$ cat src/sv/sbph_pkg.sv
`timescale 1ns / 1ps
// ----------------------------------------------------------------------------
// sbph_pkg
// Shared types and constants of the spectrum bar meter with peak hold.
// ----------------------------------------------------------------------------
package sbph_pkg;

  localparam int unsigned COLUMNS_DEF = 480;

  localparam int COL_W   = 9;
  localparam int MAG_W   = 20;
  localparam int GAIN_W  = 8;
  localparam int ROW_W   = 10;
  localparam int STEP_W  = 6;
  localparam int CLS_W   = 2;
  localparam int FRAC_W  = 8;
  localparam int PROD_W  = MAG_W + GAIN_W;
  localparam int IDX_W   = 3;
  localparam int CFG_W   = 10;
  localparam int IN_W    = 32;
  localparam int OUT_W   = 40;

  localparam logic [IDX_W-1:0] REG_GAIN        = 3'd0;
  localparam logic [IDX_W-1:0] REG_FULL_HEIGHT = 3'd1;
  localparam logic [IDX_W-1:0] REG_HIGH_LEVEL  = 3'd2;
  localparam logic [IDX_W-1:0] REG_MID_LEVEL   = 3'd3;
  localparam logic [IDX_W-1:0] REG_LOW_LEVEL   = 3'd4;
  localparam logic [IDX_W-1:0] REG_FALL_STEP   = 3'd5;

  localparam logic [GAIN_W-1:0] GAIN_RST        = 8'd10;
  localparam logic [ROW_W-1:0]  FULL_HEIGHT_RST = 10'd800;
  localparam logic [ROW_W-1:0]  HIGH_LEVEL_RST  = 10'd600;
  localparam logic [ROW_W-1:0]  MID_LEVEL_RST   = 10'd400;
  localparam logic [ROW_W-1:0]  LOW_LEVEL_RST   = 10'd200;
  localparam logic [STEP_W-1:0] FALL_STEP_RST   = 6'd2;

  localparam logic [CLS_W-1:0] CLS_RED    = 2'd0;
  localparam logic [CLS_W-1:0] CLS_YELLOW = 2'd1;
  localparam logic [CLS_W-1:0] CLS_GREEN  = 2'd2;
  localparam logic [CLS_W-1:0] CLS_CYAN   = 2'd3;

  typedef struct packed {
    logic [GAIN_W-1:0] gain;
    logic [ROW_W-1:0]  full_height;
    logic [ROW_W-1:0]  high_level;
    logic [ROW_W-1:0]  mid_level;
    logic [ROW_W-1:0]  low_level;
    logic [STEP_W-1:0] fall_step;
  } cfg_t;

  typedef struct packed {
    logic [ROW_W-1:0] peak;
    logic [ROW_W-1:0] next;
    logic             erase_valid;
    logic             draw_valid;
  } peak_res_t;

endpackage

$ cat src/sv/sbph_peak_upd.sv
`timescale 1ns / 1ps
// ----------------------------------------------------------------------------
// sbph_peak_upd
// Peak capture against the bar top, falling step and floor clamp.
// ----------------------------------------------------------------------------
module sbph_peak_upd (
  input  logic [sbph_pkg::ROW_W-1:0]  old_peak,
  input  logic [sbph_pkg::ROW_W-1:0]  bar_top,
  input  logic [sbph_pkg::ROW_W-1:0]  full_height,
  input  logic [sbph_pkg::STEP_W-1:0] fall_step,
  output sbph_pkg::peak_res_t         res
);

  logic [sbph_pkg::ROW_W-1:0] peak;
  logic [sbph_pkg::ROW_W:0]   fallen;

  assign peak = (old_peak >= bar_top) ? bar_top : old_peak;

  always_comb begin
    if (peak < full_height) begin
      fallen = {1'b0, peak} + (sbph_pkg::ROW_W+1)'(fall_step);
    end else begin
      fallen = {1'b0, peak};
    end
  end

  assign res.peak        = peak;
  assign res.next        = (fallen >= {1'b0, full_height}) ? full_height
                                                           : fallen[sbph_pkg::ROW_W-1:0];
  assign res.erase_valid = (old_peak < full_height);
  assign res.draw_valid  = (peak < full_height);

endmodule

$ cat config.mk
export PLATFORM = sky130hd
export DESIGN_NAME = sbph_peak_upd
export DESIGN_NICKNAME = d
export VERILOG_FILES = /design/src/sv/sbph_pkg.sv /design/src/sv/sbph_peak_upd.sv
export SDC_FILE = /design/constraint.sdc
export NUM_CORES = 1
export LEC_CHECK = 0
export ABC_AREA = 1
export ABC_CLOCK_PERIOD_IN_PS = 4540
export BUFFER_PORTS_ARGS = -buffer_cell sky130_fd_sc_hd__buf_2
export CAP_MARGIN = 30
export CORE_ASPECT_RATIO = 0.7
export CORE_UTILIZATION = 49
export DETAILED_ROUTE_END_ITERATION = 10
export GPL_ROUTABILITY_DRIVEN = 0
export MAX_ROUTING_LAYER = met4
export PLACE_DENSITY = 0.81
export SYNTH_ARGS = -nofsm -noshare
export SYNTH_HDL_FRONTEND = slang
export SYNTH_SLANG_ARGS = --single-unit
$ cat constraint.sdc
create_clock -name vclk -period 4.54
set_input_delay 0.227 -clock vclk [all_inputs]
set_output_delay 0.227 -clock vclk [all_outputs]
set_load 0.01 [all_outputs]
Word-level counts from Yosys, hierarchy flattened --
Cells that the tools add are included.
Storage, ports and cells: logic and storage cells 8, bits of input ports 36, bits in registers 0
Cells by class: muxes and demuxes 3, $lt $le $gt $ge 4, $add $sub $neg 1
Operators with widths (count):
- 10-bit less-than comparator | 2
- 10-bit 2-to-1 mux | 2
- 10-bit by 6-bit adder with 11-bit output | 1
- 11-bit by 10-bit >= comparator with 1-bit output | 1
- 11-bit 2-to-1 mux | 1
- 10-bit >= comparator | 1

Longest topological paths before layout --
depth in word-level cells 6, gate-level depth with buffers 33, depth with buffers taken out 32

Worst setup path before layout --
No wires, ideal clock.
kind input to output, start in bar_top[9] (netlist name), end out res[11] (netlist name), stages 28, buffers on the path 2, path slack 16 ps, arrival 4297 ps, data required time 4313 ps, cell sequence inv_1 -> ha_1 -> nand2_1 -> nor2_2 -> nand3_1 -> nand3_4 -> buf_2 -> nor2_1 -> a21oi_1 -> ha_1 -> a21oi_1 -> o21ai_0 -> a21oi_1 -> clkbuf_1 -> nand3_1 -> nand2_1 -> inv_1 -> ha_1 -> nand2_1 -> o21bai_1 -> nand4_1 -> nand2_1 -> nand3b_1 -> a31oi_1 -> inv_1 -> nor2_2 -> nand2_1 -> nand2_1
RTL lines:
- start, declared | RTL line sbph_peak_upd.sv:8 | input logic [sbph_pkg::ROW_W-1:0] bar_top,
- end, declared | RTL line sbph_peak_upd.sv:11 | output sbph_pkg::peak_res_t res

==> metrics.yaml <==
placement:
  hpwl_mm: 3.97
  dp_cells: 398
  portBuffers: 58
run_status:
  outcome: "complete, but fails checks"
  violations: "setup timing"
synthesis:
  synth_top_cell_by_area: "ha_1"
  synth_most_common_cell: "nand2_1"
  synth-compound-area-share_pct: 14.3
  postSynthAreaPerCell_sq_um: 6.03
  synth_xor_area_share_pct: 2.58
  synth-simple-area-share_pct: 38.0
  synth_mux_area_share_pct: 0
  syn-num-nets: 362
  syn-cell-area_sq_um: 1690
  seq_area_frac_synth_pct: 0
  synth_top_family_by_area: "simple AND/OR/NAND/NOR gates"
  synth_cell_types: 33
  synthTopCellsByArea: "ha_1 (32%), nand2_1 (21%), inv_1 (10%), a21oi_1 (6.8%), nand3_1 (3.5%)"
  syn_inst: 281
  yosysTopAreaCellShare_pct: 32.5
  yosys.area_share.adder_pct: 33.7
  synth_commonest_cells: "nand2_1 (93), inv_1 (45), ha_1 (44)"
  synth_warnings: 0
global_routing:
  antenna_found_initial: 0
  grt_max_degree: 12
  overflow: 0
  grt_pass1_vias: 1834
  track_usage_pct: 27.3
  grt_pass1_wl_mm: 8.00
setup_path:
  critPathCaptureType: "primary output"
  max_stage_delay_ps: 400
  path_class: "primary input to primary output"
  crit_fanout: 6
  cp_slowest_cell: "fa_2"
  cpMostUsedCell: "nand2_1"
  crit_path_start_kind: "primary input"
  critPathArrivalTime_ps: 4580
  required_ps: 4310
timing:
  rsz0062_at_grt: "yes"
  period_needed_ps: 4810
  relSlewSlack_pct: 74.8
  worst_pin_slew_ps: 376
  drv_slew: 0
  setup_violations: 10
  setup_ws_ps: -267
  hold_violations: 0
  fin_crit_sh_pct: 106
  max_freq_mhz: 208
power:
  net-switching-power_uw: 465
  pwr-share-comb_pct: 100.0
  p_sw_share_pct: 57.2
  power.density_nw_per_um2: 291
  clkPwrFrac_pct: 0
  finalPower_uw: 812
  p_leak_uw: 0.00150
  irDropWorstVdd_v: 0.000188
  pwr-share-seq_pct: 0
  p_int_uw: 347
floorplan:
  die-area_sq_um: 3700
  fp.dieW_um: 72.3
  initial_core_util_pct: 52.7
  num_io_pins: 58
  die_h_um: 51.2
  coreArea_sq_um: 3210
  rows: 17
detailed_routing:
  drt_wl_total_mm: 7.61
  vias_per_cell: 5.91
  dr.pass1.iters: 5
  ant_nets: 0
  post_drt_wl_per_cell_um: 18.2
  num_vias: 2471
  drt_iter0_drc: 222
  drc: 0
layout:
  fill_cells: 165
  diodes: 0
  drive_above_1_share_pct: 49.6
  seq_cell_count: 0
  final-seq-area_sq_um: 0
  area_growth_pct: 64.7
  clock_buffer_count: 0
  final_cell_count_no_fill: 418
  nets: 454
run:
  cap_viol_max_count: 0
min_path:
  hp-class: "primary input to primary output"
## path summary, 6_finish.rpt
check | start | to | slack [ps] | cells past startpoint
worst min-delay path | full_height[3] | res[5] | 750 | 4
worst max-delay path | old_peak[8] | res[3] | -270 | 32
## cell type report
type	instances	area (sq um)	area share, %
timing repair buffer	93	618	22.2
tap	47	58.8	2.11
inverter	46	178	6.37
multi-input combinational	232	1940	69.4
## routing by layer
metal	up-vias	routed length, um	GRT usage [%]
li1	1114	-	-
met4	0	405	0.980
met5	-	0	-
met2	180	3510	48.3
met1	1121	3040	37.0
met3	56	652	0.394
## cells by family (layout without fill, tap and decap cells)
logic type	count (synthesis)	in the layout
fa+ha+maj	45	45
compound gates	39	40
xor+xnor	5	5
buf+inv	50	139
simple gates	142	142
## power groups by stage
stage	logic [uW]	clock network, uW	registers (uW)
2_1_floorplan	344	0	0
3_3_place_gp	513	0	0
3_5_place_dp	524	0	0
4_1_cts	554	0	0
5_1_grt	854	0	0
6_report	812	0	0
## per-stage QoR
| step | hold slack, ps | worst slack (ps) | TNS [ps] | util (%) | area, sq um |
|---|---|---|---|---|---|
| final | 753 | -267 | -2340 | 86.9 | 2790 |
| after global routing | 773 | -407 | -3750 | 86.9 | 2790 |
| after CTS | 752 | 0.778 | 0 | 70.6 | 2270 |
| after detailed placement | 750 | -127 | -1140 | 66.7 | 2140 |
| after global placement | 750 | 86.0 | 0 | 66.7 | 2140 |
| after floorplan | 577 | 16.2 | 0 | - | 1690 |
## repair_timing
item | CTS | global route
cloned | 0 | 2
buffers inserted | 8 | 10
gates resized for setup | 18 | 97
pin swaps | 9 | 45
setup endpoints to repair | 10 | 10
hold buffers | 0 | 0
## cells in the final DEF, fill, tap and decap left out, types with 3 or more instances in the layout
master and n:
buf_6 10, a21oi_4 3, nand4_1 9, nand3_2 3, nor2_1 7, inv_2 9
nand3_1 9, inv_1 35, o21ai_4 3, buf_2 53, nand3b_1 4, nor2_4 3
a21oi_1 11, ha_1 29, nor2_2 4, nand2_1 69, o21ai_2 4, nand2_4 6
nand2_2 24, xnor2_1 3, buf_4 28, ha_4 15, a21oi_2 9
## critical path: cells and delay by family
family,cells,cell delay [ps]
AOI/OAI and AO/OA,5,600
xor gates and xnor gates,1,210
adders and majority gates,4,1160
buffers and inverters,5,650
and+or+nand+nor,17,1710
(Power assumes the default switching activity.)
