File: src/sv/sbph_pkg.sv
`timescale 1ns / 1ps
// ----------------------------------------------------------------------------
// sbph_pkg
// Shared types and constants of the spectrum bar meter with peak hold.
// ----------------------------------------------------------------------------
package sbph_pkg;

  localparam int unsigned COLUMNS_DEF = 480;

  localparam int COL_W   = 9;
  localparam int MAG_W   = 20;
  localparam int GAIN_W  = 8;
  localparam int ROW_W   = 10;
  localparam int STEP_W  = 6;
  localparam int CLS_W   = 2;
  localparam int FRAC_W  = 8;
  localparam int PROD_W  = MAG_W + GAIN_W;
  localparam int IDX_W   = 3;
  localparam int CFG_W   = 10;
  localparam int IN_W    = 32;
  localparam int OUT_W   = 40;

  localparam logic [IDX_W-1:0] REG_GAIN        = 3'd0;
  localparam logic [IDX_W-1:0] REG_FULL_HEIGHT = 3'd1;
  localparam logic [IDX_W-1:0] REG_HIGH_LEVEL  = 3'd2;
  localparam logic [IDX_W-1:0] REG_MID_LEVEL   = 3'd3;
  localparam logic [IDX_W-1:0] REG_LOW_LEVEL   = 3'd4;
  localparam logic [IDX_W-1:0] REG_FALL_STEP   = 3'd5;

  localparam logic [GAIN_W-1:0] GAIN_RST        = 8'd10;
  localparam logic [ROW_W-1:0]  FULL_HEIGHT_RST = 10'd800;
  localparam logic [ROW_W-1:0]  HIGH_LEVEL_RST  = 10'd600;
  localparam logic [ROW_W-1:0]  MID_LEVEL_RST   = 10'd400;
  localparam logic [ROW_W-1:0]  LOW_LEVEL_RST   = 10'd200;
  localparam logic [STEP_W-1:0] FALL_STEP_RST   = 6'd2;

  localparam logic [CLS_W-1:0] CLS_RED    = 2'd0;
  localparam logic [CLS_W-1:0] CLS_YELLOW = 2'd1;
  localparam logic [CLS_W-1:0] CLS_GREEN  = 2'd2;
  localparam logic [CLS_W-1:0] CLS_CYAN   = 2'd3;

  typedef struct packed {
    logic [GAIN_W-1:0] gain;
    logic [ROW_W-1:0]  full_height;
    logic [ROW_W-1:0]  high_level;
    logic [ROW_W-1:0]  mid_level;
    logic [ROW_W-1:0]  low_level;
    logic [STEP_W-1:0] fall_step;
  } cfg_t;

  typedef struct packed {
    logic [ROW_W-1:0] peak;
    logic [ROW_W-1:0] next;
    logic             erase_valid;
    logic             draw_valid;
  } peak_res_t;

endpackage

File: src/sv/sbph_cfg.sv
`timescale 1ns / 1ps
// ----------------------------------------------------------------------------
// sbph_cfg
// Configuration register file, written by index.
// ----------------------------------------------------------------------------
module sbph_cfg (
  input  logic                          clk,
  input  logic                          rst,
  input  logic                          cfg_write,
  input  logic [sbph_pkg::IDX_W-1:0]    cfg_index,
  input  logic [sbph_pkg::CFG_W-1:0]    cfg_data,
  output sbph_pkg::cfg_t                cfg
);

  always_ff @(posedge clk) begin
    if (rst) begin
      cfg.gain        <= sbph_pkg::GAIN_RST;
      cfg.full_height <= sbph_pkg::FULL_HEIGHT_RST;
      cfg.high_level  <= sbph_pkg::HIGH_LEVEL_RST;
      cfg.mid_level   <= sbph_pkg::MID_LEVEL_RST;
      cfg.low_level   <= sbph_pkg::LOW_LEVEL_RST;
      cfg.fall_step   <= sbph_pkg::FALL_STEP_RST;
    end else if (cfg_write) begin
      unique case (cfg_index)
        sbph_pkg::REG_GAIN:        cfg.gain        <= cfg_data[sbph_pkg::GAIN_W-1:0];
        sbph_pkg::REG_FULL_HEIGHT: cfg.full_height <= cfg_data[sbph_pkg::ROW_W-1:0];
        sbph_pkg::REG_HIGH_LEVEL:  cfg.high_level  <= cfg_data[sbph_pkg::ROW_W-1:0];
        sbph_pkg::REG_MID_LEVEL:   cfg.mid_level   <= cfg_data[sbph_pkg::ROW_W-1:0];
        sbph_pkg::REG_LOW_LEVEL:   cfg.low_level   <= cfg_data[sbph_pkg::ROW_W-1:0];
        sbph_pkg::REG_FALL_STEP:   cfg.fall_step   <= cfg_data[sbph_pkg::STEP_W-1:0];
        default: begin
        end
      endcase
    end
  end

endmodule

File: config.mk
export PLATFORM = sky130hd
export DESIGN_NAME = sbph_cfg
export DESIGN_NICKNAME = d
export VERILOG_FILES = /design/src/sv/sbph_pkg.sv /design/src/sv/sbph_cfg.sv
export SDC_FILE = /design/constraint.sdc
export NUM_CORES = 1
export LEC_CHECK = 0
export ABC_CLOCK_PERIOD_IN_PS = 1050
export BUFFER_PORTS_ARGS = -buffer_cell sky130_fd_sc_hd__buf_2
export CAP_MARGIN = 20
export CORE_ASPECT_RATIO = 0.7
export CORE_MARGIN = 2
export CORE_UTILIZATION = 45
export CTS_CLUSTER_DIAMETER = 50
export DETAILED_ROUTE_END_ITERATION = 10
export PLACE_DENSITY = 0.83
export SYNTH_ARGS = -nofsm -noshare
export SYNTH_HDL_FRONTEND = slang
export SYNTH_SLANG_ARGS = --single-unit
export TNS_END_PERCENT = 5
File: constraint.sdc
create_clock -name clk -period 1.05 [get_ports clk]
set_input_delay 0.1575 -clock clk [delete_from_list [all_inputs] [get_ports clk]]
set_output_delay 0.1575 -clock clk [all_outputs]
set_load 0.1 [all_outputs]
## Yosys cells after proc, flatten, opt, wreduce, memory -nomap -nowiden

Cells that the tools add are included.

- Register bits after elaboration: 54
- Output and inout bits: 54

- Eq/ne operators: 5
- Reductions and logical operators: 7

Operator list:

| kind | number |
|---|---|
| 2-bit AND reduction | 6 |
| 3-bit by 2-bit == test with 1-bit output (second input constant) | 2 |
| 3-bit == test (second input constant) | 2 |
| 3-bit by 1-bit == test with 1-bit output (second input constant) | 1 |
| 3-bit logical NOT | 1 |

## Longest topological paths before layout

- Word-level depth: 2
- Mapped depth: 5

## Least setup slack after synthesis

No wires, ideal clock.

- Kind: reg2reg
- Start point: register, netlist name cfg[1]
- End point: register cfg[1] (netlist name)
- Arrival time: 1.166 ns
- Required time: 0.974 ns
- Path slack: -0.192 ns
- Cell stages (with the launch flop): 3
- Path buffers: 0
- Clock period less this slack: 1.242 ns
- Cell sequence: dfxtp_1 -> nor2_1 -> mux2i_1

RTL lines:

| item | line | RTL |
|---|---|---|
| end: declaration | sbph_cfg.sv:12 | `output sbph_pkg::cfg_t cfg` |

## Worst setup path after layout

- Start point: input port cfg_index[1] (netlist name)
- End point: register cfg[37] (netlist name)

- Longest elaborated chain between the ends: 2

Ends and longest elaborated chain:

| item | line | RTL |
|---|---|---|
| start: declaration | sbph_cfg.sv:10 | `input logic [sbph_pkg::IDX_W-1:0] cfg_index,` |
| 3-bit by 1-bit == test with 1-bit output | sbph_cfg.sv:24 | `unique case (cfg_index)` |
| 2-bit AND reduction (no line) | - |  |

Every way passes these cells.
A chain may end at the register's enable or synchronous reset.

==> qor.yml <==
outcome:
  status: "completed"
yosys:
  syn_area_sq_um: 2190
  synth_fp_nets: 222
  ys_seq_elements: 54
  ys_types: 12
  seq_area_frac_synth: 0.493
  synthCells: 206
  syn_area_per_cell_sq_um: 10.6
  synth_warnings: 0
drt:
  wl_per_cell_um: 18.3
  antenna_left: 0
  via_per_inst: 5.21
  first_iter_violations: 64
  vias: 1762
  wl_um: 6180
  drc: 0
  dr.pass1.iters: 4
grt:
  grt_max_degree: 51
  overflow: 0
  grt_pass1_wl_um: 9640
  antenna_found_initial: 0
  first_global_vias: 1917
  grt_use_total: 0.232
sta:
  slew_violations: 0
  final_hold_viol_count: 0
  fin_skew_ps: 0
  slew_headroom: 0.785
  whs_ps: 133
  worst_slack_ps: 0.397
  finalSetupViolations: 0
  tightest_slew_ps: 321
  min_period_ps: 1050
  fin_crit_sh: 1.00
  clock.fmax_ghz: 0.953
clock_tree:
  clock-sinks: 54
  tritoncts: "yes"
  htreeDepth: 2
  cts_setup_buffers: 0
  cts_made_buffers: 5
  clockBufferDepth: 2
  post_cts_resized: 28
  ctsHoldBuffers: 0
  cts_root_buf: "clkbuf_8"
  clk_pin_slew_ps: 90
  clock_latency_ps: 310
critical_path:
  end_kind: "flip-flop"
  critPathMaxFanout: 7
  crit_type: "in2reg"
  path_cells: "buf_2 > buf_4 > nor4bb_2 > buf_4 > mux2i_1"
  cp_num_buf_inv: 3
  path_depth: 5
  cpMostUsedCell: "buf_4"
  worstPathArrival_ps: 1270
  required_ps: 1270
  worst_setup_path_start_kind: "primary input"
  critPathMaxStageDelay_ps: 350
  cpMaxStageDelayCell: "nor4bb_2"
  reg2reg_slack_ps: 300
  ff2ff_path_depth: 2
  cp_top_family: "buffers and inverters"
floorplan:
  die_x_um: 87.4
  core_region_area_sq_um: 4730
  start_util: 0.463
  die_h_um: 62.4
  pin_count: 70
  core.rowCount: 21
  dieArea_sq_um: 5450
placed_design:
  pre_cts_ws_ps: -221
  port_buffers: 69
  hpwl_um: 4430
  place_congestion: 0.738
  place_area_sq_um: 3490
cells_and_area:
  largest_reg_flops: 54
  diodes: 0
  regMostFlops: "cfg"
  final_core_util: 0.771
  nets: 297
  reg_top3: "cfg (54)"
  syn_to_final_growth_pct: 66.4
  fin_area_sq_um: 3650
  drive_gt1_frac: 0.520
flow_run:
  maxCapViolCount: 0
hold_path:
  hold_class: "in2reg"
  holdPathStages: 3
pwr:
  worst_ir_drop_vdd_mv: 1.06
  leakagePower_nw: 1.64
  power_density_nw_per_um2: 1110
## worst register-to-register path: cells and delay by family (launching register included)
family           cells  cell delay (ps)
muxes                1              220
DFF                  1              370
and+or+nand+nor      1               70
## path summary, 6_finish.rpt
| kind | from | to |
|---|---|---|
| max | cfg_index[1] | cfg[37] |
| min | cfg_data[1] | cfg[47] |
| max reg2reg | cfg[30] | cfg[30] |
| min reg2reg | cfg[33] | cfg[33] |
## synth_stat cells, drive strengths merged
cell | instances | area share
and4b | 1 | 0.0046
clkbuf | 10 | 0.017
nand2b | 48 | 0.14
nor2 | 24 | 0.041
nand4b | 2 | 0.0080
dfxtp | 54 | 0.49
nand4bb | 3 | 0.015
buf | 7 | 0.022
or4b | 1 | 0.0063
mux2i | 54 | 0.25
nor4bb | 2 | 0.0091
## final cells by class
| cell class | count | area, sq um |
|---|---|---|
| multi-input cells | 135 | 1030 |
| well taps | 57 | 71.3 |
| repair buffers | 85 | 1300 |
| flip-flops and latches | 54 | 1170 |
| clock buffers | 7 | 76.3 |
| fillers | 289 | 1080 |
## cells in the final DEF, fill, tap and decap left out
cell type,Yosys,layout
nor4bb_1,2,1
dfxtp_4,0,7
dfxtp_2,0,47
nor4bb_2,0,1
nand2b_1,48,48
nor2_1,24,24
mux2i_1,54,54
clkbuf_1,10,2
nand4bb_1,3,3
buf_2,5,15
buf_12,0,56
and4b_1,1,1
or4b_4,1,1
nand4b_1,2,2
clkbuf_8,0,5
buf_4,0,14
## metal layers
layer  track usage  part of all wire
met1         0.289              0.41
met2         0.379              0.50
met3        0.0753             0.072
met4        0.0712             0.013
met5             0                 0
## logic make-up (layout without fill, tap and decap cells)
family / count (synthesis) / count (layout) / share of synthesized area
AND/OR/NAND/NOR: 81 / 81 / 0.221
multiplexers: 54 / 54 / 0.247
buffers and inverters: 17 / 92 / 0.0388
flip-flops: 54 / 54 / 0.493
## metrics by stage
step	TNS, ps	total power [mW]	instances
finish	0	4.06	338
global route	-34.0	4.21	338
CTS	0	4.06	338
detailed placement	-3420	3.01	331
global placement	-2290	2.99	331
floorplan	-10500	2.68	206
## power by group
group	total, mW	internal (mW)	leakage [nW]	switching, mW
registers	2.14	2.09	0.451	0.0541
logic	0.825	0.318	1.15	0.508
clock network	1.09	0.461	0.0383	0.631
Note: power is estimated with default switching activity, not from simulation.
