### src/sv/sbph_pkg.sv
`timescale 1ns / 1ps
// ----------------------------------------------------------------------------
// sbph_pkg
// Shared types and constants of the spectrum bar meter with peak hold.
// ----------------------------------------------------------------------------
package sbph_pkg;

  localparam int unsigned COLUMNS_DEF = 480;

  localparam int COL_W   = 9;
  localparam int MAG_W   = 20;
  localparam int GAIN_W  = 8;
  localparam int ROW_W   = 10;
  localparam int STEP_W  = 6;
  localparam int CLS_W   = 2;
  localparam int FRAC_W  = 8;
  localparam int PROD_W  = MAG_W + GAIN_W;
  localparam int IDX_W   = 3;
  localparam int CFG_W   = 10;
  localparam int IN_W    = 32;
  localparam int OUT_W   = 40;

  localparam logic [IDX_W-1:0] REG_GAIN        = 3'd0;
  localparam logic [IDX_W-1:0] REG_FULL_HEIGHT = 3'd1;
  localparam logic [IDX_W-1:0] REG_HIGH_LEVEL  = 3'd2;
  localparam logic [IDX_W-1:0] REG_MID_LEVEL   = 3'd3;
  localparam logic [IDX_W-1:0] REG_LOW_LEVEL   = 3'd4;
  localparam logic [IDX_W-1:0] REG_FALL_STEP   = 3'd5;

  localparam logic [GAIN_W-1:0] GAIN_RST        = 8'd10;
  localparam logic [ROW_W-1:0]  FULL_HEIGHT_RST = 10'd800;
  localparam logic [ROW_W-1:0]  HIGH_LEVEL_RST  = 10'd600;
  localparam logic [ROW_W-1:0]  MID_LEVEL_RST   = 10'd400;
  localparam logic [ROW_W-1:0]  LOW_LEVEL_RST   = 10'd200;
  localparam logic [STEP_W-1:0] FALL_STEP_RST   = 6'd2;

  localparam logic [CLS_W-1:0] CLS_RED    = 2'd0;
  localparam logic [CLS_W-1:0] CLS_YELLOW = 2'd1;
  localparam logic [CLS_W-1:0] CLS_GREEN  = 2'd2;
  localparam logic [CLS_W-1:0] CLS_CYAN   = 2'd3;

  typedef struct packed {
    logic [GAIN_W-1:0] gain;
    logic [ROW_W-1:0]  full_height;
    logic [ROW_W-1:0]  high_level;
    logic [ROW_W-1:0]  mid_level;
    logic [ROW_W-1:0]  low_level;
    logic [STEP_W-1:0] fall_step;
  } cfg_t;

  typedef struct packed {
    logic [ROW_W-1:0] peak;
    logic [ROW_W-1:0] next;
    logic             erase_valid;
    logic             draw_valid;
  } peak_res_t;

endpackage

### src/sv/sbph_peak_mem.sv
`timescale 1ns / 1ps
// ----------------------------------------------------------------------------
// sbph_peak_mem
// Held peak store per column with registered read and a clearing sweep.
// ----------------------------------------------------------------------------
module sbph_peak_mem #(
  parameter int unsigned COLUMNS = sbph_pkg::COLUMNS_DEF
) (
  input  logic                       clk,
  input  logic                       rst,
  input  logic                       rd_en,
  input  logic [$clog2(COLUMNS)-1:0] rd_addr,
  output logic [sbph_pkg::ROW_W-1:0] rd_data,
  input  logic                       wr_en,
  input  logic [$clog2(COLUMNS)-1:0] wr_addr,
  input  logic [sbph_pkg::ROW_W-1:0] wr_data,
  output logic                       busy
);

  localparam int ADDR_W = $clog2(COLUMNS);
  localparam logic [ADDR_W-1:0] LAST = ADDR_W'(COLUMNS - 1);

  logic [sbph_pkg::ROW_W-1:0] mem [COLUMNS];
  logic [ADDR_W-1:0]          clr_addr;

  always_ff @(posedge clk) begin
    if (rst) begin
      busy     <= 1'b1;
      clr_addr <= '0;
    end else if (busy) begin
      if (clr_addr == LAST) begin
        busy <= 1'b0;
      end else begin
        clr_addr <= clr_addr + ADDR_W'(1);
      end
    end
  end

  always_ff @(posedge clk) begin
    if (busy) begin
      mem[clr_addr] <= sbph_pkg::FULL_HEIGHT_RST;
    end else if (wr_en) begin
      mem[wr_addr] <= wr_data;
    end
  end

  always_ff @(posedge clk) begin
    if (rd_en) begin
      rd_data <= mem[rd_addr];
    end
  end

endmodule

### config.mk
export PLATFORM = sky130hd
export DESIGN_NAME = sbph_peak_mem
export DESIGN_NICKNAME = d
export VERILOG_FILES = /design/src/sv/sbph_pkg.sv /design/src/sv/sbph_peak_mem.sv
export SDC_FILE = /design/constraint.sdc
export NUM_CORES = 2
export LEC_CHECK = 0
export BUFFER_PORTS_ARGS = -buffer_cell sky130_fd_sc_hd__clkbuf_2
export CAP_MARGIN = 5
export CELL_PAD_IN_SITES_DETAIL_PLACEMENT = 1
export CELL_PAD_IN_SITES_GLOBAL_PLACEMENT = 2
export CORE_AREA = 2 2 647 649
export CTS_BUF_LIST = sky130_fd_sc_hd__clkbuf_8
export CTS_CLUSTER_DIAMETER = 120
export DETAILED_ROUTE_END_ITERATION = 16
export DIE_AREA = 0 0 649 651
export GPL_ROUTABILITY_DRIVEN = 0
export PLACE_DENSITY_LB_ADDON = 0.1
export RECOVER_POWER = 25
export SETUP_SLACK_MARGIN = 0.15
export SYNTH_ARGS = -nofsm -noshare
export SYNTH_HDL_FRONTEND = slang
export SYNTH_MEMORY_MAX_BITS = 65536
export SYNTH_SLANG_ARGS = --single-unit
### constraint.sdc
create_clock -name clk -period 25.9 [get_ports clk]
set_input_delay 5.18 -clock clk [delete_from_list [all_inputs] [get_ports clk]]
set_output_delay 5.18 -clock clk [all_outputs]
set_load 0.02 [all_outputs]
After elaboration in Yosys (flattened, before gate mapping)
Memories as Yosys holds them, arrays and structs flattened. A register that Yosys moved wholly into a read port is not among the register bits. Cells that the tools add are included.

Equal/unequal tests: 1. Shift-type cells: 0. Magnitude comparators: 0. $add $sub $neg: 1. Multipliers: 0. Bitwise gates (word level): 1. Reduce and logical (&&, ||, !) cells: 2. Mux-type cells: 10. Divide/modulo/power cells: 0.

Operators by type and width (number): $mux W10 (1); $reduce_or A10 Y1 (1); $add A9 B1 Y9 const B (1); $eq A9 B9 Y1 const B (1); $mux W9 (1); $mux W1 (8); $reduce_and A2 Y1 (1); $not A1 Y1 (1).

Output and inout bits: 11. Memories kept: 1. ROM bits: 0. Latch bits: 0. Bits in registers: 10. Bits in writable memories: 4800. Word-level logic and storage cells: 18. Input port bits: 32.

Memory list: mem (words 480, bits a word 10, read ports 1, clocked after memory_dff 1, wr ports 1, RTL line sbph_peak_mem.sv:23) `logic [sbph_pkg::ROW_W-1:0] mem [COLUMNS];`.

Logic depth before layout (Yosys ltp)
Word-level depth: 5. Mapped depth: 14. Gate-level depth less buffers: 7.

Worst setup path after synthesis
No wires, ideal clock.

Kind: in2reg. From: input port wr_en. To: memory mem[0][0] (netlist name), data pin. Arrival: 12.365 ns. Slack: 12.081 ns. Buffers on the path: 3. Library setup time: 1.454 ns. Stages: 5. Data required time: 24.446 ns. Path through: nor2b_1 > clkbuf_1 > clkbuf_1 > clkbuf_1 > and2_1.

Word-level cells in the longest chain between the ends: 5.

Ends and longest elaborated chain: start, declared (RTL line sbph_peak_mem.sv:14) `input logic wr_en,`; $mux W1 (RTL line sbph_peak_mem.sv:42) `end else if (wr_en) begin`; $mux W1 (RTL line sbph_peak_mem.sv:40) `if (busy) begin`; $mux W1 (not written as such) (RTL line sbph_peak_mem.sv:43) `mem[wr_addr] <= wr_data;`; $reduce_or A10 Y1 (no source line); $mux W10 (no source line); end, declared (RTL line sbph_peak_mem.sv:23).

No other way between the ends.

Worst setup path after layout
From: input port wr_en. To: memory mem[389][0] (netlist name), data pin.

The elaborated chain is that of the path after synthesis.

==> run summary <==
minimum clock period: 16.80 ns
Worst-path clk slew: 0.06 ns
gate count after technology mapping: 8419
total global routing track utilization: 27.2%
status: finished with violations
FMAX: 59.5 MHz
Sink Count: 4820
HP Class: flip-flop to flip-flop
ys flop type: edfxtp_1
Starting DRT DRC Count: 10932
Max VDD drop: 42.9 uV
FFs w/ async S/R, synth: 0%
setup skew after layout: 0.0631 ns
Post-Synth XOR/XNOR Area: 0.0377%
die width: 649 um
vias in the first global route: 97057
DR pass1 iterations: 5
H-tree depth: 6
Post-DP HPWL: 352000 um
failing checks: capacitance limit, slew limit
number of I/O pins: 43
Synth Net Count: 8452
synthesized flop and latch total: 4820
routed vias: 93838
Worst Path Required: 26.79 ns
unrepaired setup endpoints after global routing: false
final net count: 9111
Synth Area in Adders: 0.00672%
gr ovfl total: 0
commonest non-fill, non-tap cells in the layout: edfxtp_1, mux4_2, clkbuf_8
overall power: 15.2 mW
Post-synth EDFFs: 4810
first-pass GRT wire length: 800000 um
Final Hold Fails: 0
mux contribution to synthesized area: 16.2%
share of cells above drive strength 1: 26.3%
Die Height: 651 um
Worst slew margin: -507%
post-synthesis sequential area ratio: 77.7%
Vias per Instance: 6.16
largest net degree at the start of global routing: 193
Pwr Density: 73.2 nW/um2
yosys warns: 0
max-slew violations: 2985
FP Rows: 237
Synth-to-Final Area Change: 11.5%
reported max-cap violation count: 41
most common cell after layout, fill and taps aside: edfxtp_1
worst slew pin tran: 9.11 ns
initial antenna violation count: 54
final wirelength: 578000 um
Setup violations, final: 0
Fillers: 36679
wire per inst: 37.9 um
CTS tree: done
CTS max path bufs: 4
largest family of logic cells by synthesized area: multiplexers
DRC: 0
CTS Hold Bufs: 0
ANT nets after route: 0
setup TNS: 0 ns
Worst Setup End Kind: flip-flop
worst-path maximum fanout: 182
Initial Utilization: 44.8%
startpoint types: primary input
Root Driver: clkbuf_8
port buffer count: 42
synthesized area: 186000 um2
post-CTS resize count: 0
Simple-Gate Fraction of Synth Area: 2.33%
final period utilization: 64.9%
Pleak: 71.2 nW
post-synthesis compound-gate area fraction: 2.23%
core area: 415000 um2
Inserted Clock Buffers: 792
syn avg cell area: 22.1 um2
Setup Crit Path Kind: primary input to flip-flop
Die ar.: 422000 um2
Post-CTS Setup Inserts: 0
Data arrival, critical path: 17.69 ns
Synth cell types: 70
Skew-Pair Late Insertion Delay: 1.28 ns
==> critical path, cell delays in order <==
cell,delay (ns)
clkbuf_1,0.12
nor2b_1,1.69
and2_0,2.46
clkbuf_1,6.35
buf_4,1.51
==> final cells by class <==
type                            count  area, um2  share of cell area (%)
Sequential cell                  4820     145000                    69.7
Multi-Input combinational cell   3086      39100                    18.8
Timing Repair Buffer              373       2750                    1.33
Antenna cell                       27       67.6                  0.0326
Clock inverter                    613       2910                    1.40
Clock buffer                      809      11100                    5.37
Tap cell                         5497       6880                    3.32
Inverter                            5       28.8                  0.0139
==> path summary, 6_finish.rpt <==
kind                                          startpoint                       end  slack, ns  cells after the start
worst max-delay path                               wr_en     mem[389][0]$_DFFE_PP_       9.10                      5
worst min-delay path            clr_addr[6]$_SDFFE_PP0P_  clr_addr[6]$_SDFFE_PP0P_       0.61                      2
worst max register to register           busy$_SDFF_PP1_     mem[389][0]$_DFFE_PP_      12.75                      4
worst min register to register  clr_addr[6]$_SDFFE_PP0P_  clr_addr[6]$_SDFFE_PP0P_       0.61                      2
==> power breakdown <==
group / internal [mW] / switching, mW / leakage, nW
combinational: 0.223 / 0.431 / 13.6
sequential: 8.46 / 0.00547 / 49.4
clock: 2.98 / 3.09 / 8.14
total: 11.7 / 3.52 / 71.2
==> kinds of logic (layout without fill, tap and decap cells) <==
group	after synthesis	in the layout
DFF	4820	4820
muxes	1492	1492
and+or+nand+nor	1007	1007
AOI/OAI and AO/OA	578	578
buffers and inverters	513	1800
xor gates and xnor gates	8	8
adders and majority gates	1	1
other	0	27
==> stage by stage <==
step           cells  hold WS, ns  util (%)  instance area, um2  worst slack, ns
3_3_place_gp   13769        0.581      46.6              193000            14.36
5_1_grt        15216        0.639      49.9              207000             8.12
4_1_cts        15197        0.617      50.0              208000            15.80
3_5_place_dp   13775        0.598      46.6              194000            14.40
2_1_floorplan   8419        0.499         -              186000            12.08
6_report       15230        0.607      49.9              207000             9.10
==> synthesized netlist by cell type, types with 21 or more instances <==
master,count,share of area [%]
o21ai_0,49,0.13
clkbuf_1,222,0.45
nand4_1,26,0.087
o22ai_1,68,0.23
edfxtp_1,4810,78
a32oi_1,21,0.099
nand3_1,64,0.17
nor2_1,576,1.2
buf_2,130,0.35
nand2b_1,22,0.074
mux4_2,1215,15
a211oi_1,26,0.10
a21oi_1,76,0.20
buf_4,73,0.29
a221oi_1,52,0.24
nor2b_1,22,0.074
nor3_1,22,0.059
buf_1,32,0.065
a22o_1,22,0.10
buf_6,51,0.31
mux2i_1,266,1.4
and2_1,30,0.10
nand2_1,186,0.38
a22oi_1,136,0.55
==> routing by layer <==
metal / track usage, % / part of all wire [%] / vias up
li1: - / - / 37055
met3: 5.06 / 7.4 / 923
met5: 0 / 0.016 / -
met1: 38.8 / 42 / 51867
met4: 8.83 / 3.5 / 14
met2: 42.6 / 47 / 3979
==> registers in the layout, summed over array words and instances, names as in the netlist <==
name / flops
mem: 4800
rd_data: 10
clr_addr: 9
busy: 1
Note: power is estimated with default switching activity, not from simulation.
