File: config.mk
export PLATFORM = sky130hd
export DESIGN_NAME = sbph_scale
export DESIGN_NICKNAME = d
export VERILOG_FILES = /design/src/sv/sbph_pkg.sv /design/src/sv/sbph_scale.sv
export SDC_FILE = /design/constraint.sdc
export NUM_CORES = 1
export LEC_CHECK = 0
export BUFFER_PORTS_ARGS = -buffer_cell sky130_fd_sc_hd__buf_2
export CAP_MARGIN = 0
export CORE_MARGIN = 4
export CORE_UTILIZATION = 49
export DETAILED_ROUTE_END_ITERATION = 12
export PLACE_DENSITY = 0.69
export RECOVER_POWER = 50
export SETUP_SLACK_MARGIN = 0.5
export SLEW_MARGIN = 20
export SYNTH_ARGS = -nofsm -noshare
export SYNTH_HDL_FRONTEND = slang
export SYNTH_SLANG_ARGS = --single-unit
File: constraint.sdc
create_clock -name vclk -period 9.6
set_input_delay 0.48 -clock vclk [all_inputs]
set_output_delay 0.48 -clock vclk [all_outputs]
set_load 0.02 [all_outputs]
File: src/sv/sbph_pkg.sv
`timescale 1ns / 1ps
// ----------------------------------------------------------------------------
// sbph_pkg
// Shared types and constants of the spectrum bar meter with peak hold.
// ----------------------------------------------------------------------------
package sbph_pkg;

  localparam int unsigned COLUMNS_DEF = 480;

  localparam int COL_W   = 9;
  localparam int MAG_W   = 20;
  localparam int GAIN_W  = 8;
  localparam int ROW_W   = 10;
  localparam int STEP_W  = 6;
  localparam int CLS_W   = 2;
  localparam int FRAC_W  = 8;
  localparam int PROD_W  = MAG_W + GAIN_W;
  localparam int IDX_W   = 3;
  localparam int CFG_W   = 10;
  localparam int IN_W    = 32;
  localparam int OUT_W   = 40;

  localparam logic [IDX_W-1:0] REG_GAIN        = 3'd0;
  localparam logic [IDX_W-1:0] REG_FULL_HEIGHT = 3'd1;
  localparam logic [IDX_W-1:0] REG_HIGH_LEVEL  = 3'd2;
  localparam logic [IDX_W-1:0] REG_MID_LEVEL   = 3'd3;
  localparam logic [IDX_W-1:0] REG_LOW_LEVEL   = 3'd4;
  localparam logic [IDX_W-1:0] REG_FALL_STEP   = 3'd5;

  localparam logic [GAIN_W-1:0] GAIN_RST        = 8'd10;
  localparam logic [ROW_W-1:0]  FULL_HEIGHT_RST = 10'd800;
  localparam logic [ROW_W-1:0]  HIGH_LEVEL_RST  = 10'd600;
  localparam logic [ROW_W-1:0]  MID_LEVEL_RST   = 10'd400;
  localparam logic [ROW_W-1:0]  LOW_LEVEL_RST   = 10'd200;
  localparam logic [STEP_W-1:0] FALL_STEP_RST   = 6'd2;

  localparam logic [CLS_W-1:0] CLS_RED    = 2'd0;
  localparam logic [CLS_W-1:0] CLS_YELLOW = 2'd1;
  localparam logic [CLS_W-1:0] CLS_GREEN  = 2'd2;
  localparam logic [CLS_W-1:0] CLS_CYAN   = 2'd3;

  typedef struct packed {
    logic [GAIN_W-1:0] gain;
    logic [ROW_W-1:0]  full_height;
    logic [ROW_W-1:0]  high_level;
    logic [ROW_W-1:0]  mid_level;
    logic [ROW_W-1:0]  low_level;
    logic [STEP_W-1:0] fall_step;
  } cfg_t;

  typedef struct packed {
    logic [ROW_W-1:0] peak;
    logic [ROW_W-1:0] next;
    logic             erase_valid;
    logic             draw_valid;
  } peak_res_t;

endpackage

File: src/sv/sbph_scale.sv
`timescale 1ns / 1ps
// ----------------------------------------------------------------------------
// sbph_scale
// Gain scaling, saturation to bar height, bar top row and color class.
// ----------------------------------------------------------------------------
module sbph_scale (
  input  logic [sbph_pkg::MAG_W-1:0] magnitude,
  input  sbph_pkg::cfg_t             cfg,
  output logic [sbph_pkg::ROW_W-1:0] bar_top,
  output logic [sbph_pkg::CLS_W-1:0] color_class
);

  logic [sbph_pkg::PROD_W-1:0]                  product;
  logic [sbph_pkg::PROD_W-sbph_pkg::FRAC_W-1:0] height_raw;
  logic [sbph_pkg::ROW_W-1:0]                   height;

  assign product    = sbph_pkg::PROD_W'(magnitude) * sbph_pkg::PROD_W'(cfg.gain);
  assign height_raw = product[sbph_pkg::PROD_W-1:sbph_pkg::FRAC_W];

  always_comb begin
    if (height_raw > (sbph_pkg::PROD_W-sbph_pkg::FRAC_W)'(cfg.full_height)) begin
      height = cfg.full_height;
    end else begin
      height = height_raw[sbph_pkg::ROW_W-1:0];
    end
  end

  assign bar_top = cfg.full_height - height;

  always_comb begin
    priority if (height > cfg.high_level) begin
      color_class = sbph_pkg::CLS_RED;
    end else if (height > cfg.mid_level) begin
      color_class = sbph_pkg::CLS_YELLOW;
    end else if (height > cfg.low_level) begin
      color_class = sbph_pkg::CLS_GREEN;
    end else begin
      color_class = sbph_pkg::CLS_CYAN;
    end
  end

endmodule

# --- After elaboration in Yosys (flattened, before gate mapping) ---
# Index checks and enable logic that the tools add are counted.
# Widths: inputs -> output; s select.
classes:
  addsub: 1
  multipliers: 1
  muxes: 4
  magnitude_cmp: 4
op_table:
  columns: ["cell", "count"]
  rows:
  - ["$gt 10x10->1", 3]
  - ["$mul 20x8->28", 1]
  - ["$gt 20x10->1", 1]
  - ["$mux 10", 1]
  - ["$sub 10x10->10", 1]
  - ["$mux 2", 2]
  - ["$mux 1", 1]
totals:
  reg_bits: 0
  output_inout_bits: 12

# --- Depth between registers and ports, before layout ---
# Gate-level depths: netlist of run 1.
depth:
  word_depth: 7
  depth_mapped: 41
  depth_no_buf: 37

# --- Worst setup path after synthesis of run 1 ---
# OpenSTA, ideal clock, no wires.
synth_path:
  kind: "input -> output"
  start: "input port cfg[53] (netlist name)"
  end: "output port bar_top[9] (netlist name)"
  n_path_buf: 4
  required_ps: 9120
  arrival_ps: 8530
  setup_slack_ps: 590
  cell_stages: 38
  path_cell_list: "clkbuf_1 -> and2_1 -> fa_1 -> fa_1 -> fa_1 -> inv_1 -> fa_1 -> inv_1 -> ha_1 -> clkbuf_1 -> a21oi_1 -> o21ai_0 -> a21o_1 -> a211oi_1 -> a21oi_1 -> nor2_1 -> xnor2_1 -> ha_1 -> [2 not listed] -> a31oi_1 -> a2111o_1 -> a2111oi_2 -> nand4_1 -> or3_1 -> buf_6 -> buf_12 -> mux2i_1 -> ha_1 -> nor2b_1 -> o21ai_0 -> a21boi_0 -> o21ai_0 -> nand2b_1 -> a21o_1 -> a21oi_1 -> o21ai_0 -> xor2_1"
synth_via:
  elab_chain_cells: 4
synth_lines:
  columns: ["element", "line_no", "text"]
  rows:
  - ["from (decl)", "sbph_scale.sv:8", "input sbph_pkg::cfg_t cfg,"]
  - ["$mul 20x8->28 (*)", "sbph_scale.sv:17", "assign product = sbph_pkg::PROD_W'(magnitude) * sbph_pkg::PROD_W'(cfg.gain);"]
  - ["$gt 20x10->1", "sbph_scale.sv:21", "if (height_raw > (sbph_pkg::PROD_W-sbph_pkg::FRAC_W)'(cfg.full_height)) begin"]
  - ["$mux 10 (*)", "sbph_scale.sv:21", null]
  - ["$sub 10x10->10 (*)", "sbph_scale.sv:28", "assign bar_top = cfg.full_height - height;"]
  - ["to (decl)", "sbph_scale.sv:9", "output logic [sbph_pkg::ROW_W-1:0] bar_top,"]
# Mark *: on every way between the ends. The rest lies on a longest branch, timed or not.

# --- Worst setup path after layout of run 1 ---
layout_path:
  start: "input port cfg[50] (netlist name)"
  end: "output port bar_top[9] (netlist name)"
# The elaborated chain is that of the path after synthesis.

==> metrics, run 1 <==
CLK BUF 0; Final Hold Fails 0; slowest CP cell or3_1; Final Non-Filler Cells 1076; Layout Nets 1178; CP top delay family adder cells; total routed wirelength 15200 um; CP max stage delay 0.57 ns; static leakage power 4.10 nW; Overflow after GRT 0; post-synth top area share between 30% and 40%; number of diodes 0; synthesis-to-finish area growth 16.3%; yosys warns 0; Fin Setup TNS 0 ns; main area contributors after synthesis fa_1, ha_1, and2_1, inv_1, nand2_1; antenna violations before repair 0; Design Power 2.05 mW; synthesized cell area 6720 sq um; hold_sp cfg[26]; Rel. slew slack 68.8%; Worst setup EP type primary output; I/O pin count 86; First DRT Iteration DRCs 214; hold depth 5; fin crit period 8.94 ns; Die ar. about 16000 sq um; Worst-Margin Slew 0.464 ns; RSZ-0062 raised after global routing no; Placed Instances 1059; peak supply drop 0.000169 V; die width around 130 um; cell taking the most area after synthesis fa_1; CP Data Arrival Time 8.46 ns; Pwr Density 262 nW/um^2; FF/Latch Area 0 sq um; row count 42; Setup violations, final 0; Via density 5.28; WP buf/inv 5; CP Launch Type input pin; Peak Freq approximately 110 MHz; Final WS setup between 0.6 and 0.7 ns; Multi-input gate area 6310 sq um; Worst Hold Endpoint color_class[0]; vias in the first global route 5929; post-synth cell types 53; first-pass GRT wire length around 27000 um; largest net degree at the start of global routing 21; routed via count 5684; Chip Height 125 um; Final Cell Area 7810 sq um; post-route ant nets 0; status completed; most frequent CP cell fa_1; Initial Util 50.3%; DP Wirelength 12900 um; final slew viol count 0; Port Buffers 80; Setup CP Type input pin to primary output; worst slack, placed ~0.083 ns; Syn Inst Count between 800 and 900; Maximum Capacitance Violations 0; Avg Cell Area, Syn 8.25 sq um; number of sequential cells 0; global-route usage over all layers 19.5%; Mapped Nets 1090; Tightest Hold Check Type input pin to primary output; Core Area 13300 sq um; worst-path fanout max 20; Critical Path RT 9.12 ns; wire per inst around 14 um; # fillers roughly 1300; final period utilization 93.1%; DRC 0; share of post-route cells with drive strength above 1 about a fifth; Initial DRT Pass Iterations 5; gpl congestion 0.854; Seq/Total Area, Yosys 0%; Cell Area, Placed 7310 sq um
[metrics by stage]
stage	hold WS [ns]	utilization [%]
floorplan	1.22	-
global placement	1.43	54.8
detailed placement	1.45	54.8
CTS	1.46	55.5
global route	1.51	58.5
finish	1.46	58.5
[cell usage after synthesis, types with 7 or more instances]
master,number
inv_1,162
and2_1,119
fa_1,108
ha_1,94
nand2_1,73
a21oi_1,37
nor2_1,24
o21ai_0,21
clkbuf_1,18
mux2i_1,12
xnor2_1,12
a21o_1,11
nand4_1,11
xor2_1,10
mux2_4,9
a31oi_1,7
[what timing repair did]
| action | 4_1_cts | 5_1_grt |
|---|---|---|
| gates cloned | 0 | 0 |
| gates resized for setup | 23 | 61 |
| buffers inserted | 1 | 16 |
| endpoints found under the setup margin | 6 | 7 |
| hold buffers | 0 | 0 |
| pin swaps | 9 | 42 |
[cell families after synthesis]
| group | after synthesis | share of synthesized area [%] |
|---|---|---|
| AO/OA/AOI/OAI | 119 | 11.8 |
| XOR/XNOR | 22 | 2.87 |
| adder cells (fa/ha/maj) | 202 | 49.7 |
| buffers and inverters | 186 | 10.8 |
| multiplexers | 21 | 3.80 |
| AND/OR/NAND/NOR | 264 | 21.0 |
[metal layers]
metal  GRT usage (%)  vias up  wire length (um)
met4            1.98        0               127
met3           0.896       14               392
li1                -     2777                 -
met2            36.0       87              7900
met5               0        -                 0
met1            26.2     2806              6790
[cell type report]
class	instances	area share (%)
well taps	176	2.82
multi-input cells	628	80.8
repair buffers	110	8.60
inverters	162	7.79
[cell usage in the layout, fill, tap and decap left out, types with 6 or more instances in the layout]
cell type,count
a31oi_1,6
a21oi_1,27
o21ai_1,12
and2_1,117
buf_2,71
xor2_1,8
ha_1,80
a21oi_2,13
nand4_1,11
mux2_4,9
buf_4,28
ha_4,12
nand2_1,70
inv_1,162
xnor2_1,10
o21ai_0,12
mux2i_1,11
a21o_1,11
nor2_1,22
fa_1,107
[tightest hold or removal path, stage by stage]
cell     delay, ns
buf_2         0.08
ha_1          0.12
a21oi_1       0.07
nor2_1        0.09
buf_4         0.14
[worst max-delay path by stage]
stage | start | to | slack [ns] | depth (start not counted)
floorplan | cfg[53] | bar_top[9] | 0.59 | 38
global placement | cfg[50] | bar_top[9] | 0.20 | 36
detailed placement | cfg[50] | bar_top[9] | 0.08 | 36
CTS | cfg[50] | bar_top[9] | 0.50 | 36
global route | cfg[50] | bar_top[9] | 0.28 | 36
finish | cfg[50] | bar_top[9] | 0.66 | 36
[where the power goes]
part	switching (mW)	leakage, nW	internal, mW
combinational	1.16	4.10	0.890
clock	0	0	0
sequential	0	0	0
No activity file was read; power rests on OpenSTA's default activity.
==> run 2, diff against run 1 <==
- REMOVE_ABC_BUFFERS: not set -> 1
- SKIP_LAST_GASP: not set -> 1
==> run 2 against run 1 <==
- worst hold slack better by 0.024 ns
- critical path type unchanged
- worst setup slack better by 0.043 ns
- first-iteration DRC count is 15% higher
- combinational power is 12% higher
- highest routed layer unchanged
- sequential cell count stayed put
==> metrics, run 2 (synthesis gave the netlist of run 1 again) <==
final slew viol count 0 (unchanged); worst-path fanout max 8 (-60%); Final Hold Fails 0 (unchanged); internal power 1.03 mW (+15%); antenna violations before repair 0 (unchanged); CP startpoint magnitude[6]; hold_sp cfg[36]; NetSw 1.27 mW (+10%); RSZ-0062 raised after global routing no; Overflow after GRT 0 (unchanged); CP Data Arrival Time 8.41 ns (-0.05 ns); clock share of power 0% (unchanged); peak supply drop 0.000214 V (+27%); most frequent cells in the layout inv_1, and2_1, fa_1; Final Cell Area 8010 sq um (+2.5%); CP Launch Type input pin; Initial Util 50.3% (unchanged); Setup violations, final 0 (unchanged); Fin Setup TNS 0 ns (unchanged); Critical Path RT 9.12 ns (about the same); static leakage power 4.18 nW (+2.0%); share of post-route cells with drive strength above 1 20.9% (+1.4 points); first-pass GRT wire length 26400 um (-1.2%); Maximum Capacitance Violations 0 (unchanged); CLK BUF 0 (unchanged); Net Sw Frac 55.3% (-1.1 points); Rel. slew slack 71.1% (+2.3 points); fin crit period 8.89 ns (-0.0425 ns); I/O pin count 86 (unchanged); Cell Area, Placed 7330 sq um (+0.17%); vias in the first global route 5665 (-4.5%); Flop pwr share 0% (unchanged); global-route usage over all layers 19.4% (-0.11 points); Initial DRT Pass Iterations 4 (-1); gpl congestion 0.871 (+2.0%); number of sequential cells 0 (unchanged); number of diodes 0 (unchanged); Setup CP Type input pin to primary output; routed via count 5650 (-0.60%); Die ar. 15600 sq um (unchanged); DP Wirelength 13300 um (+2.5%); Layout Nets 1184 (+0.51%); Worst setup EP type primary output; slowest CP cell fa_1; status completed; Pwr Density 287 nW/um^2 (+9.7%); CP max stage delay 0.56 ns (about the same); First DRT Iteration DRCs 247 (+15%); final period utilization 92.6% (-0.44 points); DRC 0 (unchanged); Core Area 13300 sq um (unchanged); Tightest Hold Check Type input pin to primary output; Worst Hold Endpoint bar_top[0]; most common cell after layout, fill and taps aside inv_1; FF/Latch Area 0 sq um (unchanged); Chip Height 125 um (unchanged); wire per inst 14.7 um (+4.1%); total routed wirelength 15900 um (+4.6%); Comb power frac 100.0% (about the same); Port Buffers 80 (unchanged); Peak Freq 112 MHz (+0.48%); row count 42 (unchanged); post-route ant nets 0 (unchanged); hold_ws 1.49 ns (+0.0240 ns); largest net degree at the start of global routing 21 (unchanged); hold depth 5 (unchanged); die width 125 um (unchanged); Via density 5.22 (-1.1%); most frequent CP cell fa_1; Worst-Margin Slew 0.431 ns (-0.0326 ns); synthesis-to-finish area growth 19.2%
## run 2: cell types whose count changed in the layout (fill, tap and decap cells not counted), moves of 3 or more
cell,before,now
buf_4,28,37
buf_2,71,66
and2_1,117,113
and2_4,2,6
a21oi_2,13,10
a21oi_4,0,3
buf_6,4,1
o21ai_1,12,9
## run 2: worst max-delay path by stage
| stage | to | slack, ns | cells after the start |
|---|---|---|---|
| global route | bar_top[8] | 0.28 | 37 |
| finish | color_class[0] | 0.71 | 37 |
| global placement | bar_top[9] | 0.19 | 36 |
| floorplan | bar_top[9] | 0.59 | 34 |
| detailed placement | bar_top[9] | 0.10 | 37 |
| CTS | bar_top[9] | 0.50 | 36 |
## run 2: power groups by stage
stage | clock [mW] | combinational [mW] | sequential, mW
finish | 0 | 2.30 | 0
global route | 0 | 2.56 | 0
CTS | 0 | 1.80 | 0
detailed placement | 0 | 1.74 | 0
global placement | 0 | 1.72 | 0
floorplan | 0 | 1.34 | 0
## run 2: timing repair
item	CTS	global route
buffers inserted	4	18
endpoints found under the setup margin	6	8
pin swaps	13	67
gates resized for setup	19	89
hold buffers	0	0
gates cloned	0	1
## run 2: critical path: cells and delay by family
family                     cells  cell delay (ns)
buffers and inverters          6             0.78
muxes                          1             0.31
AOI/OAI and AO/OA             12             2.03
and+or+nand+nor               10             1.71
adders and majority gates      7             2.98
xor gates and xnor gates       1             0.10
## run 2: area by class of cell
cell class                 instances  area (sq um)
timing repair buffer             116           747
multi-input combinational        628          6430
fill                            1188          5340
tap                              176           220
inverter                         162           608
## run 2: per-stage QoR
stage	utilization, %	total power, mW	instances	worst slack, ns
2_1_floorplan	-	1.34	790	0.591
3_3_place_gp	54.9	1.72	1059	0.194
3_5_place_dp	54.9	1.74	1059	0.103
4_1_cts	55.6	1.80	1063	0.505
5_1_grt	60.0	2.56	1082	0.285
6_report	60.0	2.30	1082	0.706
## run 2: layer usage
metal	track usage (%)	up-vias	wire length, um
li1	-	2791	-
met1	27.9	2745	7200
met2	34.1	100	8080
met3	0.554	14	513
met4	1.53	0	125
met5	0	-	0
==> run 3, diff against run 2 <==
- BUFFER_PORTS_ARGS: -buffer_cell sky130_fd_sc_hd__buf_2 -> -buffer_cell sky130_fd_sc_hd__buf_4
==> run 3 against run 2 <==
- critical path depth unchanged
- final cell count down 1.3%
- wire length up 2.1%
- critical endpoint is now bar_top[9]
- highest routed layer unchanged
==> metrics, run 3 (synthesis gave the netlist of run 1 again) <==
First DRT Iteration DRCs 280 (+13%); number of diodes 0 (unchanged); Core Area 13300 sq um (unchanged); Maximum Capacitance Violations 0 (unchanged); CP Data Arrival Time 8.58 ns (+0.17 ns); WP buf/inv 7 (+1); final period utilization 94.3% (+1.7 points); CP top delay family adder cells; post-route ant nets 0 (unchanged); CLK BUF 0 (unchanged); Overflow after GRT 0 (unchanged); gpl congestion 0.917 (+5.2%); Net Sw Frac 56.5% (+1.2 points); most frequent cells in the layout inv_1, and2_1, fa_1; Initial Util 50.3% (unchanged); static leakage power 4.16 nW (-0.40%); CP max stage delay 0.61 ns (+0.05 ns); clock share of power 0% (unchanged); row count 42 (unchanged); most common cell after layout, fill and taps aside inv_1; synthesis-to-finish area growth 18.4%; vias in the first global route 5701 (+0.64%); Worst-Margin Slew 0.478 ns (+0.0474 ns); status completed; CP startpoint cfg[48]; fin crit period 9.06 ns (+0.161 ns); most frequent CP cell buf_4; hold_sp cfg[37]; Die ar. 15600 sq um (unchanged); DP Wirelength 13500 um (+2.1%); global-route usage over all layers 19.8% (+0.41 points); wire per inst 15.2 um (+3.5%); Design Power 2.14 mW (-7.1%); slowest CP cell or3_1; peak supply drop 0.000185 V (-14%); Rel. slew slack 68.1% (-2.9 points); first-pass GRT wire length 26800 um (+1.5%); Via density 5.30 (+1.5%); final slew viol count 0 (unchanged); Final Hold Fails 0 (unchanged); Final Non-Filler Cells 1068 (-1.3%); DRC 0 (unchanged); die width 125 um (unchanged); Setup violations, final 0 (unchanged); Pwr Density 269 nW/um^2 (-6.5%); worst-path fanout max 11 (+3); Fin Setup TNS 0 ns (unchanged); Initial DRT Pass Iterations 4 (unchanged); share of post-route cells with drive strength above 1 18.6% (-2.3 points); number of sequential cells 0 (unchanged); Placed Instances 1053 (-0.57%); internal power 0.929 mW (-9.6%); hold_ws 1.43 ns (-0.0593 ns); CP Launch Type input pin; Chip Height 125 um (unchanged); Util after Layout 59.6% (-0.38 points); antenna violations before repair 0 (unchanged); hold depth 3 (-2); Worst setup EP type primary output; Flop pwr share 0% (unchanged); FF/Latch Area 0 sq um (unchanged); Critical Path RT 9.12 ns (about the same); Peak Freq 110 MHz (-1.8%); Comb power frac 100.0% (about the same); I/O pin count 86 (unchanged); Tightest Hold Check Type input pin to primary output; Worst Hold Endpoint bar_top[1]; Layout Nets 1170 (-1.2%); NetSw 1.21 mW (-5.1%); total routed wirelength 16300 um (+2.1%); # hold bufs at CTS 0 (unchanged); Setup CP Type input pin to primary output; Port Buffers 80 (unchanged); largest net degree at the start of global routing 21 (unchanged); routed via count 5663 (+0.23%); RSZ-0062 raised after global routing no
==> run 3: routing by layer <==
layer | routed length (um) | global-route usage, %
met1 | 7280 | 27.9
met2 | 8330 | 34.8
met3 | 486 | 0.981
met4 | 159 | 2.23
met5 | 0 | 0
==> run 3: through the flow <==
step | instance area (sq um) | worst slack [ns]
after floorplan | 6600 | 0.591
after global placement | 7470 | 0.161
after detailed placement | 7470 | 0.0679
after CTS | 7590 | 0.504
after global routing | 7950 | 0.243
final | 7950 | 0.545
==> run 3: worst max path at each step <==
stage / end / cells past startpoint
after detailed placement: bar_top[9] / 36
after global routing: bar_top[9] / 37
after CTS: color_class[0] / 36
final: bar_top[9] / 37
after global placement: bar_top[9] / 36
after floorplan: bar_top[9] / 34
==> run 3: tightest hold or removal path, cell delays in order <==
cell	delay, ns
buf_4	0.13
fa_2	0.21
buf_4	0.13
==> run 3: repair_timing <==
item | CTS | global route
gates cloned | 0 | 2
resized for setup | 32 | 49
pin swaps | 8 | 41
buffers inserted | 1 | 12
setup endpoints to repair | 6 | 6
==> run 3: final cells by class <==
cell class	count	area [sq um]
multi-input cells	628	6300
fillers	1251	5390
well taps	176	220
inverters	162	608
repair buffers	102	828
==> run 3: power by group through the flow <==
stage / registers [mW] / clock network (mW) / logic, mW
6_report: 0 / 0 / 2.14
5_1_grt: 0 / 0 / 2.38
4_1_cts: 0 / 0 / 1.83
3_5_place_dp: 0 / 0 / 1.75
3_3_place_gp: 0 / 0 / 1.72
2_1_floorplan: 0 / 0 / 1.34
